File: config.mk
export PLATFORM = sky130hd
export DESIGN_NAME = vfc_sequencer
export DESIGN_NICKNAME = d
export VERILOG_FILES = /design/src/vfc_pkg.sv /design/src/vfc_sequencer.sv
export SDC_FILE = /design/constraint.sdc
export NUM_CORES = 1
export LEC_CHECK = 0
export BUFFER_PORTS_ARGS = -buffer_cell sky130_fd_sc_hd__clkbuf_2
export CAP_MARGIN = 20
export CORE_AREA = 5 5 42 44
export CTS_CLUSTER_SIZE = 10
export DETAILED_ROUTE_END_ITERATION = 6
export DIE_AREA = 0 0 47 49
export GPL_ROUTABILITY_DRIVEN = 0
export PLACE_DENSITY = 0.63
export SETUP_SLACK_MARGIN = 0.05
export SYNTH_ARGS = -nofsm -noshare
export SYNTH_HDL_FRONTEND = slang
export SYNTH_SLANG_ARGS = --single-unit
File: constraint.sdc
create_clock -name clk -period 2.05 [get_ports clk]
set_input_delay 0.41 -clock clk [delete_from_list [all_inputs] [get_ports clk]]
set_output_delay 0.41 -clock clk [all_outputs]
set_load 0.005 [all_outputs]
File: src/vfc_pkg.sv
// shared types, codes, microcode program and face tables of the voxel mesher
`default_nettype none
package vfc_pkg;

  localparam logic [1:0] MODE_WRITE = 2'd0;
  localparam logic [1:0] MODE_MESH  = 2'd1;
  localparam logic [1:0] MODE_CLEAR = 2'd2;

  localparam logic [2:0] FACE_TOP    = 3'd0;
  localparam logic [2:0] FACE_BOTTOM = 3'd1;
  localparam logic [2:0] FACE_LEFT   = 3'd2;
  localparam logic [2:0] FACE_RIGHT  = 3'd3;
  localparam logic [2:0] FACE_FRONT  = 3'd4;
  localparam logic [2:0] FACE_BACK   = 3'd5;

  localparam int VERTS_PER_FACE = 4;
  localparam int COUNT_BITS     = 17;
  localparam int OUT_TYPE_BITS  = 8;

  typedef enum logic [3:0] {
    ST_CLEAR,
    ST_IDLE,
    ST_WRITE,
    ST_CLRCNT,
    ST_RSELF,
    ST_CTYPE,
    ST_RNB,
    ST_CNB,
    ST_EMIT
  } step_t;

  typedef enum logic [2:0] {
    MEM_NONE,
    MEM_CLEAR_WR,
    MEM_WR,
    MEM_RD_SELF,
    MEM_RD_NB
  } mem_op_t;

  typedef enum logic [2:0] {
    DP_NONE,
    DP_CAP_TYPE,
    DP_CAP_NB,
    DP_EMIT,
    DP_CLR_CNT
  } dp_op_t;

  typedef enum logic [2:0] {
    COND_NEVER,
    COND_CLR_BUSY,
    COND_DISPATCH,
    COND_TYPE_ZERO,
    COND_NB_MORE,
    COND_EMIT_BUSY
  } cond_t;

  typedef struct packed {
    logic    accept;
    mem_op_t mem_op;
    dp_op_t  dp_op;
    cond_t   cond;
    step_t   next_step;
    step_t   jump_step;
  } ctrl_t;

  typedef struct packed {
    logic       in_valid;
    logic [1:0] mode;
    logic       in_range;
    logic       clr_last;
    logic       type_zero;
    logic       nb_last;
    logic       emit_done;
  } stat_t;

  // microcode program, one control word per step
  function automatic ctrl_t ucode_rom(input step_t step);
    ctrl_t w;
    w = '{accept: 1'b0, mem_op: MEM_NONE, dp_op: DP_NONE, cond: COND_NEVER,
          next_step: ST_IDLE, jump_step: ST_IDLE};
    case (step)
      ST_CLEAR: begin
        w.mem_op    = MEM_CLEAR_WR;
        w.cond      = COND_CLR_BUSY;
        w.jump_step = ST_CLEAR;
      end
      ST_IDLE: begin
        w.accept = 1'b1;
        w.cond   = COND_DISPATCH;
      end
      ST_WRITE:  w.mem_op = MEM_WR;
      ST_CLRCNT: w.dp_op  = DP_CLR_CNT;
      ST_RSELF: begin
        w.mem_op    = MEM_RD_SELF;
        w.next_step = ST_CTYPE;
      end
      ST_CTYPE: begin
        w.dp_op     = DP_CAP_TYPE;
        w.cond      = COND_TYPE_ZERO;
        w.next_step = ST_RNB;
      end
      ST_RNB: begin
        w.mem_op    = MEM_RD_NB;
        w.next_step = ST_CNB;
      end
      ST_CNB: begin
        w.dp_op     = DP_CAP_NB;
        w.cond      = COND_NB_MORE;
        w.jump_step = ST_RNB;
        w.next_step = ST_EMIT;
      end
      ST_EMIT: begin
        w.dp_op     = DP_EMIT;
        w.cond      = COND_EMIT_BUSY;
        w.jump_step = ST_EMIT;
      end
      default: w.next_step = ST_IDLE;
    endcase
    return w;
  endfunction

  // corner offsets {dx, dy, dz} per face and corner
  function automatic logic [2:0] corner_offset(input logic [2:0] face,
                                               input logic [1:0] corner);
    logic [2:0] r;
    r = 3'b000;
    case (face)
      FACE_TOP: begin
        case (corner)
          2'd0: r = 3'b010;
          2'd1: r = 3'b011;
          2'd2: r = 3'b111;
          default: r = 3'b110;
        endcase
      end
      FACE_BOTTOM: begin
        case (corner)
          2'd0: r = 3'b001;
          2'd1: r = 3'b000;
          2'd2: r = 3'b100;
          default: r = 3'b101;
        endcase
      end
      FACE_LEFT: begin
        case (corner)
          2'd0: r = 3'b001;
          2'd1: r = 3'b011;
          2'd2: r = 3'b010;
          default: r = 3'b000;
        endcase
      end
      FACE_RIGHT: begin
        case (corner)
          2'd0: r = 3'b100;
          2'd1: r = 3'b110;
          2'd2: r = 3'b111;
          default: r = 3'b101;
        endcase
      end
      FACE_FRONT: begin
        case (corner)
          2'd0: r = 3'b000;
          2'd1: r = 3'b010;
          2'd2: r = 3'b110;
          default: r = 3'b100;
        endcase
      end
      FACE_BACK: begin
        case (corner)
          2'd0: r = 3'b101;
          2'd1: r = 3'b111;
          2'd2: r = 3'b011;
          default: r = 3'b001;
        endcase
      end
      default: r = 3'b000;
    endcase
    return r;
  endfunction

endpackage
`default_nettype wire

File: src/vfc_sequencer.sv
// microcode sequencer: step counter, control store lookup and jumps
`default_nettype none
module vfc_sequencer
  import vfc_pkg::*;
(
  input  wire   clk,
  input  wire   rst,
  input  stat_t stat,
  output ctrl_t ctrl,
  output step_t step
);

  step_t step_next;

  always_ff @(posedge clk) begin
    if (rst) begin
      step <= ST_CLEAR;
    end else begin
      step <= step_next;
    end
  end

  always_comb begin
    ctrl = ucode_rom(step);
  end

  always_comb begin
    step_next = ctrl.next_step;
    case (ctrl.cond)
      COND_NEVER:     step_next = ctrl.next_step;
      COND_CLR_BUSY:  step_next = stat.clr_last ? ctrl.next_step : ctrl.jump_step;
      COND_TYPE_ZERO: step_next = stat.type_zero ? ctrl.jump_step : ctrl.next_step;
      COND_NB_MORE:   step_next = stat.nb_last ? ctrl.next_step : ctrl.jump_step;
      COND_EMIT_BUSY: step_next = stat.emit_done ? ctrl.next_step : ctrl.jump_step;
      COND_DISPATCH: begin
        // multiway branch on the incoming mode
        if (stat.in_valid) begin
          case (stat.mode)
            MODE_WRITE: step_next = stat.in_range ? ST_WRITE : ST_IDLE;
            MODE_MESH:  step_next = stat.in_range ? ST_RSELF : ST_IDLE;
            MODE_CLEAR: step_next = ST_CLRCNT;
            default:    step_next = ST_IDLE;
          endcase
        end else begin
          step_next = ctrl.next_step;
        end
      end
      default: step_next = ctrl.next_step;
    endcase
  end

endmodule
`default_nettype wire

==> results of run 1 <==
==> metrics by stage <==
stage / area [um^2] / utilization / setup WS [ns] / hold WS [ns] / instances
after floorplan: 439 / - / 0.604 / 0.479 / 58
after global placement: 603 / 0.430 / 0.517 / 0.605 / 103
after detailed placement: 603 / 0.430 / 0.507 / 0.609 / 103
after CTS: 626 / 0.446 / 0.255 / 0.386 / 106
after global routing: 626 / 0.446 / 0.134 / 0.405 / 106
final: 626 / 0.446 / 0.264 / 0.392 / 106
==> cells in the mapped netlist, drive strengths merged <==
cell / number / area (um^2)
a32oi: 1 / 8.76
dfxtp: 4 / 80.1
nor4b: 2 / 38.8
buf: 6 / 41.3
a211oi: 1 / 7.51
or2: 2 / 12.5
xnor2: 2 / 17.5
nand2: 4 / 15.0
nand3b: 1 / 7.51
nand4: 1 / 6.26
nor3b: 2 / 15.0
nor2b: 3 / 18.8
a22oi: 1 / 7.51
and4b: 2 / 20.0
mux2i: 1 / 10.0
o221a: 1 / 11.3
nor3: 5 / 25.0
a221oi: 1 / 8.76
a21oi: 3 / 15.0
a31oi: 1 / 6.26
inv: 3 / 11.3
nand2b: 1 / 6.26
o21ai: 2 / 10.0
nor2: 5 / 18.8
and3: 2 / 12.5
a21o: 1 / 7.51
==> power by group <==
group,leakage (nW),internal (mW),total (mW),switching [mW]
clock,0.0138,0.0656,0.0994,0.0338
combinational,0.286,0.0343,0.0698,0.0355
sequential,0.0326,0.0809,0.0873,0.00637
total,0.333,0.181,0.256,0.0757
==> cells in the final DEF, fill, tap and decap left out <==
cell type	synthesis	final
clkbuf_2	0	31
nor3_1	5	5
nor2_1	5	5
nand2_1	4	4
buf_4	2	4
dfxtp_1	4	4
nor2b_1	3	3
a21oi_1	3	3
clkbuf_4	0	3
and4b_1	2	2
or2_2	2	2
inv_1	2	2
xnor2_1	2	2
and3_1	2	2
o21ai_0	2	2
nor3b_1	2	2
nor4b_4	1	1
a21o_1	1	1
nor4b_2	1	1
nand2b_1	1	1
inv_2	1	1
mux2i_1	1	1
nand4_1	1	1
a32oi_1	1	1
a211oi_1	1	1
o221a_1	1	1
a221oi_1	1	1
nand3b_1	1	1
a22oi_1	1	1
a31oi_1	1	1
==> logic make-up after synthesis <==
| logic type | Yosys count | synth area share |
|---|---|---|
| AOI/OAI and AO/OA | 12 | 0.188 |
| DFF | 4 | 0.182 |
| buffers and inverters | 9 | 0.120 |
| muxes | 1 | 0.0228 |
| xor gates and xnor gates | 2 | 0.0399 |
| and+or+nand+nor | 30 | 0.447 |
==> path summary, 6_finish.rpt <==
| path | to | slack, ns | depth (start not counted) |
|---|---|---|---|
| worst min register to register | step[3] | 0.63 | 2 |
| worst min-delay path | step[0] | 0.39 | 2 |
| worst max-delay path | ctrl[17] | 0.26 | 3 |
| worst max register to register | step[2] | 0.72 | 4 |
==> layout make-up <==
class | instances | area (um^2) | share of cell area
Tap cell | 16 | 20.0 | 0.0320
Multi-Input combinational cell | 45 | 307 | 0.490
Inverter | 3 | 11.3 | 0.0180
Sequential cell | 4 | 80.1 | 0.128
Timing Repair Buffer | 35 | 185 | 0.296
Clock buffer | 3 | 22.5 | 0.0360
==> metal layers <==
metal / GRT usage / wire (um)
met5: 0 / 0
met4: 0.0415 / 0
met3: 0.0185 / 78
met2: 0.215 / 721
met1: 0.149 / 515
==> flow_summary.yaml, run 1 <==
drt:
  ant_nets: 0
  dr.pass1.iters: 4
  vias: 542
  viasPerCell: 5.11
  post_drt_wl_per_cell_um: 12.4
  drcViolationCount: 0
  drtIter0Drc: 12
  drt-total-wl_um: 1320
clocking:
  clock_latency_ns: 0.23
  clock_sinks: 4
  htree_levels: 1
  clock_path_buffers: 2
  post_cts_buffers: 0
  numCtsBuffers: 3
  cts_hold_buf: 0
  clk_transition_reported_paths_ns: 0.04
  root_buffer: "clkbuf_4"
  cts_tree: "done"
  cts_resized: 0
synth:
  ys_types: 30
  synth_cells: 58
  netlist_area_um2: 439
  ys_seq_area_frac: 0.182
  synth_seq_cells: 4
  synth_warnings: 0
  avgSynthCellArea_um2: 7.57
  synth_fp_nets: 68
sta:
  worst_pin_slew_ns: 0.373
  layout_min_cycle_time_ns: 1.79
  fmax_ghz: 0.560
  rsz0062_at_grt: "no"
  hold_violations: 0
  finClkSkew_ns: 0.00515
  post-route-period-util: 0.871
  setup_viol: 0
  timing.slew.headroom: 0.751
  slew_viol_final: 0
  tns_ns: 0
grt:
  grt_start_max_net_pins: 12
  grt.overflow.total: 0
  first_global_vias: 540
  grtUsageTotal: 0.124
  antenna_found_initial: 0
  grt_pass1_wl_um: 2240
run_status:
  outcome: "finished clean"
pwr:
  total_power_uw: 256
  powerDensity_nw_per_um2: 410
  p_leak_nw: 0.333
  worst_ir_drop_vdd_mv: 0.209
floorplanning:
  die_area_um2: 2300
  initial_core_util: 0.313
  die_h_um: 49
  die_w_um: 47
  ios: 32
  coreArea_um2: 1400
  row_count: 14
worst_setup_path:
  path_buf_inv: 2
  worstSetupPathType: "reg -> out"
  cp.arrival_ns: 1.38
  worst_setup_path_start_kind: "flip-flop"
  path_delay_family: "flip-flops"
  crit_slowest_cell: "dfxtp_1"
  r2r_start: "step[2]"
  crit_chain: "buf_4 > nor4b_2 > clkbuf_2"
  endpoint_kind: "output pin"
  critPathRequiredTime_ns: 1.64
  cp-startpoint: "step[2]"
  cp_max_fo: 9
  cpPeakStageDelay_ns: 0.39
min_path:
  min-delay-start: "rst"
  hp-class: "in -> reg"
finish:
  top_regs: "step (4)"
  syn2layout_area_growth_pct: 42.5
  largest_reg_flops: 4
  fin_nets: 102
  n_antenna_cell: 0
  max_flop_register: "step"
  fillers: 159
  layout-drive-gt1-share: 0.478
run:
  maxCapViolations: 0
place:
  port_buffers: 31
  dpl.hpwl_um: 1070
No activity file was read; power rests on OpenSTA's default activity.
==> run 2: changes to the inputs <==
--- a/config.mk
+++ b/config.mk
@@ -12,7 +12,7 @@
 export DETAILED_ROUTE_END_ITERATION = 6
 export DIE_AREA = 0 0 47 49
 export GPL_ROUTABILITY_DRIVEN = 0
-export PLACE_DENSITY = 0.63
+export PLACE_DENSITY = 0.67
 export SETUP_SLACK_MARGIN = 0.05
 export SYNTH_ARGS = -nofsm -noshare
 export SYNTH_HDL_FRONTEND = slang
==> run 2 against run 1 <==
Compared with the run above: total power grew 1.4%; wire length shrank 2.3%; critical path depth increased by 1; flip-flop and latch count is the same; clock power is 4% higher; clock skew down 0.0020 ns; via count decreased by 1.3%; register-to-register slack got worse by 0.04 ns; design area down 1.0%; highest routed layer is now met4; fmax shrank 3.6%; sequential share of layout area grew 0.33 points; worst setup slack got worse by 0.067 ns.
==> flow_summary.yaml, run 2 (synthesis results as in run 1) <==
floorplanning:
  die_w_um: 47
  ios: 32
  die_area_um2: 2300
  initial_core_util: 0.313
  die_h_um: 49
  coreArea_um2: 1400
  row_count: 14
worst_setup_path:
  r2r_start: "step[2]"
  critPathRequiredTime_ns: 1.64
  ff2ff_setup_slack_ns: 0.68
  path_delay_family: "flip-flops"
  cp_max_fo: 11
  worstSetupPathType: "reg -> out"
  reg2regPathDepth: 4
  timing.rr.end: "step[0]"
  cp.arrival_ns: 1.44
  crit_slowest_cell: "dfxtp_1"
  path_buf_inv: 2
  worst_setup_path_start_kind: "flip-flop"
  cpPeakStageDelay_ns: 0.58
  crit_chain: "buf_4 > nand2_1 > nor3_1 > clkbuf_2"
  endpoint_kind: "output pin"
drt:
  drtIter0Drc: 4
  ant_nets: 0
  viasPerCell: 5.10
  drt-total-wl_um: 1290
  drcViolationCount: 0
  vias: 535
  dr.pass1.iters: 2
  post_drt_wl_per_cell_um: 12.2
finish:
  layout_commonest_cell: "clkbuf_2"
  top_regs: "step (4)"
  largest_reg_flops: 4
  ff_latch_area_um2: 81.3
  max_flop_register: "step"
  n_antenna_cell: 0
  layout_common_cells: "clkbuf_2, nor3_1, nor2_1"
  utilization: 0.442
  syn2layout_area_growth_pct: 41.0
  layout-drive-gt1-share: 0.483
  fin_nets: 101
  fillers: 154
  multiInputGateArea_um2: 307
min_path:
  min-delay-start: "rst"
  worstHoldPathCells: 2
  hp-class: "in -> reg"
  holdPathEnd: "step[3]"
sta:
  post-route-worst-setup-slack_ns: 0.197
  fmax_ghz: 0.540
  timing.slew.headroom: 0.710
  finClkSkew_ns: 0.00317
  hold_violations: 0
  slew_viol_final: 0
  tns_ns: 0
  post-route-period-util: 0.904
  holdWs_ns: 0.382
  layout_min_cycle_time_ns: 1.85
  worst_pin_slew_ns: 0.435
  rsz0062_at_grt: "no"
  setup_viol: 0
grt:
  grtUsageTotal: 0.125
  grt_start_max_net_pins: 16
  grt_pass1_wl_um: 2110
  first_global_vias: 500
  antenna_found_initial: 0
  grt.overflow.total: 0
clocking:
  clk_transition_reported_paths_ns: 0.04
  root_buffer: "clkbuf_4"
  clock_path_buffers: 2
  htree_levels: 1
  clock_sinks: 4
  post_cts_buffers: 0
  numCtsBuffers: 3
  cts_tree: "done"
  clock_latency_ns: 0.24
place:
  place_ws_ns: 0.343
  port_buffers: 31
  dpl.hpwl_um: 1040
run:
  maxCapViolations: 0
pwr:
  worst_ir_drop_vdd_mv: 0.206
  total_power_uw: 260
  powerDensity_nw_per_um2: 420
  p_leak_nw: 0.328
run_status:
  outcome: "finished clean"
[run 2: cell types whose count changed in the layout (fill, tap and decap cells not counted), sizes merged]
cell / change
buf: -1
[run 2: metal layers]
metal  up-vias  global-route usage  wire length [um]
li1        272                   -                 -
met1       247               0.138               538
met2        14               0.197               671
met3         2              0.0369                57
met4         0              0.0783                17
met5         -                   0                 0
[run 2: worst max path at each step]
stage                        from       end  slack [ns]  cells after the start
after global placement    step[3]  ctrl[12]        0.38                      3
after detailed placement  step[3]  ctrl[12]        0.34                      3
after global routing      step[1]  ctrl[13]        0.05                      4
after CTS                 step[3]  ctrl[12]        0.09                      3
after floorplan           step[1]  ctrl[11]        0.60                      4
final                     step[1]  ctrl[13]        0.20                      4
[run 2: area by class of cell]
type	instances	share of cell area
timing repair buffer	34	0.287
multi-input combinational	45	0.495
clock buffer	3	0.0364
tap	16	0.0323
sequential	4	0.131
inverter	3	0.0182
[run 2: power breakdown]
part | switching (mW) | internal (mW)
registers | 0.00625 | 0.0809
logic | 0.0356 | 0.0343
clock network | 0.0373 | 0.0658
total | 0.0791 | 0.181
[run 2: what timing repair did]
action,in CTS,in global routing
hold buffers,0,0
endpoints found under the setup margin,0,2
hold endpoints to repair,0,0
gates resized for setup,0,1
[run 2: stage by stage]
stage | cells | cell area, um^2
floorplan | 58 | 439
detailed placement | 102 | 596
global route | 105 | 619
global placement | 102 | 596
CTS | 105 | 618
finish | 105 | 619
==> run 3: changes to the inputs <==
--- a/config.mk
+++ b/config.mk
@@ -5,6 +5,7 @@
 export SDC_FILE = /design/constraint.sdc
 export NUM_CORES = 1
 export LEC_CHECK = 0
+export ABC_AREA = 1
 export BUFFER_PORTS_ARGS = -buffer_cell sky130_fd_sc_hd__clkbuf_2
 export CAP_MARGIN = 20
 export CORE_AREA = 5 5 42 44
@@ -12,7 +13,7 @@
 export DETAILED_ROUTE_END_ITERATION = 6
 export DIE_AREA = 0 0 47 49
 export GPL_ROUTABILITY_DRIVEN = 0
-export PLACE_DENSITY = 0.67
+export PLACE_DENSITY = 0.68
 export SETUP_SLACK_MARGIN = 0.05
 export SYNTH_ARGS = -nofsm -noshare
 export SYNTH_HDL_FRONTEND = slang
==> run 3 against run 2 <==
Compared with the run above: clock skew rose by 0.0070 ns; first-iteration DRC count grew to 2.5 times the previous value; cell count grew 28%; critical path depth rose by 2; synthesized cell count grew 47%; total power grew to 3.3 times the previous value; non-clock buffer count fell by 3; fmax grew 3.9%; critical endpoint is now ctrl[11].
==> flow_summary.yaml, run 3 <==
floorplanning:
  ios: 32
  coreArea_um2: 1400
  row_count: 14
  die_area_um2: 2300
  die_w_um: 47
  initial_core_util: 0.322
  die_h_um: 49
min_path:
  hp-class: "in -> reg"
  min-delay-start: "rst"
  holdPathEnd: "step[3]"
  worstHoldPathCells: 2
synth:
  yosysTopAreaCell: "nand2_1"
  async_reset_ff_frac: 0
  netlist_area_um2: 452
  ys_seq_area_frac: 0.177
  synth_warnings: 0
  synth.most_common_cell: "nand2_1"
  synth_seq_cells: 4
  synth_cells: 85
  post_synth_most_frequent_cells: "nand2_1, nor2_1, inv_1, nand3_1, dfxtp_1"
  synth_ff_type: "dfxtp_1"
  synth_top_area_frac: 0.208
  synth_edf_count: 0
  ys_types: 15
  synth_area_leaders: "nand2_1, dfxtp_1, nor2_1"
  avgSynthCellArea_um2: 5.31
  synth_fp_nets: 95
worst_setup_path:
  worstSetupPathType: "reg -> out"
  worst_setup_path_start_kind: "flip-flop"
  ff2ff_setup_slack_ns: 0.75
  reg2regPathDepth: 7
  critPathRequiredTime_ns: 1.64
  endpoint_kind: "output pin"
  cp_max_fo: 7
  timing.rr.end: "step[1]"
  r2r_start: "step[0]"
  cp.arrival_ns: 1.37
run_status:
  outcome: "finished clean"
clocking:
  htree_levels: 1
  numCtsBuffers: 3
  cts_tree: "done"
  clock_sinks: 4
  cts_resized: 0
  clk_transition_reported_paths_ns: 0.04
  clock_path_buffers: 2
  clock_latency_ns: 0.24
  root_buffer: "clkbuf_4"
  post_cts_buffers: 0
  cts_hold_buf: 0
finish:
  n_antenna_cell: 0
  layout_common_cells: "clkbuf_2, nand2_1, nor2_1"
  syn2layout_area_growth_pct: 42.1
  layout-drive-gt1-share: 0.364
  layout_commonest_cell: "clkbuf_2"
  largest_reg_flops: 4
  top_regs: "step (4)"
  max_flop_register: "step"
  fin_nets: 130
grt:
  first_global_vias: 559
  grt_pass1_wl_um: 2180
  grt.overflow.total: 0
  grt_start_max_net_pins: 8
  grtUsageTotal: 0.125
  antenna_found_initial: 0
sta:
  layout_min_cycle_time_ns: 1.78
  post-route-period-util: 0.870
  setup_viol: 0
  fmax_ghz: 0.560
  hold_violations: 0
  rsz0062_at_grt: "no"
  tns_ns: 0
  finClkSkew_ns: 0.0102
  worst_pin_slew_ns: 0.240
  post-route-worst-setup-slack_ns: 0.266
  slew_viol_final: 0
  timing.slew.headroom: 0.839
drt:
  drcViolationCount: 0
  vias: 598
  drt-total-wl_um: 1320
  ant_nets: 0
  dr.pass1.iters: 4
  post_drt_wl_per_cell_um: 9.87
  drtIter0Drc: 10
  viasPerCell: 4.46
place:
  port_buffers: 31
  place_ws_ns: 0.498
  dpl.hpwl_um: 1170
pwr:
  powerDensity_nw_per_um2: 1330
  p_leak_nw: 0.408
  worst_ir_drop_vdd_mv: 0.517
run:
  maxCapViolations: 0
[run 3: changes by cell type after synthesis, moves of 2 or more]
cell,before,now
nand2_1,4,25
inv_1,2,15
nor2_1,5,17
nand3_1,0,6
nor3_1,5,1
buf_2,3,0
nor2_4,0,3
nor2b_1,3,0
and3_1,2,0
and4b_1,2,0
nand3_2,0,2
nor3b_1,2,0
or2_2,2,0
xnor2_1,2,0
[run 3: metrics by stage]
step	util	total power [mW]	cell area (um^2)	std cells	hold WS, ns
2_1_floorplan	-	0.540	452	85	0.479
3_3_place_gp	0.442	0.761	619	131	0.620
3_5_place_dp	0.442	0.766	619	131	0.622
4_1_cts	0.458	0.867	642	134	0.374
5_1_grt	0.458	0.945	642	134	0.368
6_report	0.458	0.856	642	134	0.386
[run 3: how the worst max path moves through the flow]
stage                     startpoint       end  slack [ns]  cells after the start
after floorplan              step[0]  ctrl[10]        0.72                      5
after global placement       step[0]  ctrl[10]        0.49                      6
after detailed placement     step[0]  ctrl[11]        0.50                      6
after CTS                    step[0]  ctrl[10]        0.24                      6
after global routing         step[0]  ctrl[11]        0.11                      6
final                        step[0]  ctrl[11]        0.27                      6
[run 3: layout make-up]
type / count / area (um^2)
multi-input combinational: 63 / 300
sequential: 4 / 80.1
tap: 16 / 20.0
timing repair buffer: 31 / 155
inverter: 17 / 63.8
clock buffer: 3 / 22.5
fill: 174 / 759
[run 3: metal layers]
layer / vias to the layer above / wire length (um) / share of wire / global-route usage
li1: 320 / - / - / -
met1: 258 / 516 / 0.39 / 0.127
met2: 16 / 707 / 0.53 / 0.229
met3: 4 / 83 / 0.063 / 0.0221
met4: 0 / 14 / 0.011 / 0.0553
met5: - / 0 / 0 / 0
[run 3: worst max-delay path: stages (launching register included)]
cell,delay [ns]
dfxtp_1,0.36
nor2_1,0.14
nand2_1,0.14
nor2_1,0.22
inv_1,0.10
nand2_1,0.07
clkbuf_2,0.10
[run 3: power breakdown]
| group | total, mW | internal (mW) | switching, mW |
|---|---|---|---|
| Combinational | 0.606 | 0.245 | 0.361 |
| Sequential | 0.153 | 0.108 | 0.0450 |
| Clock | 0.0972 | 0.0654 | 0.0317 |
| Total | 0.856 | 0.418 | 0.438 |
[run 3: kinds of logic (layout without fill, tap and decap cells)]
family          count (synthesis)  after routing  share of synthesized area
simple gates                   56             56                      0.584
buf+inv                        18             51                      0.158
compound gates                  7              7                     0.0803
flops                           4              4                      0.177
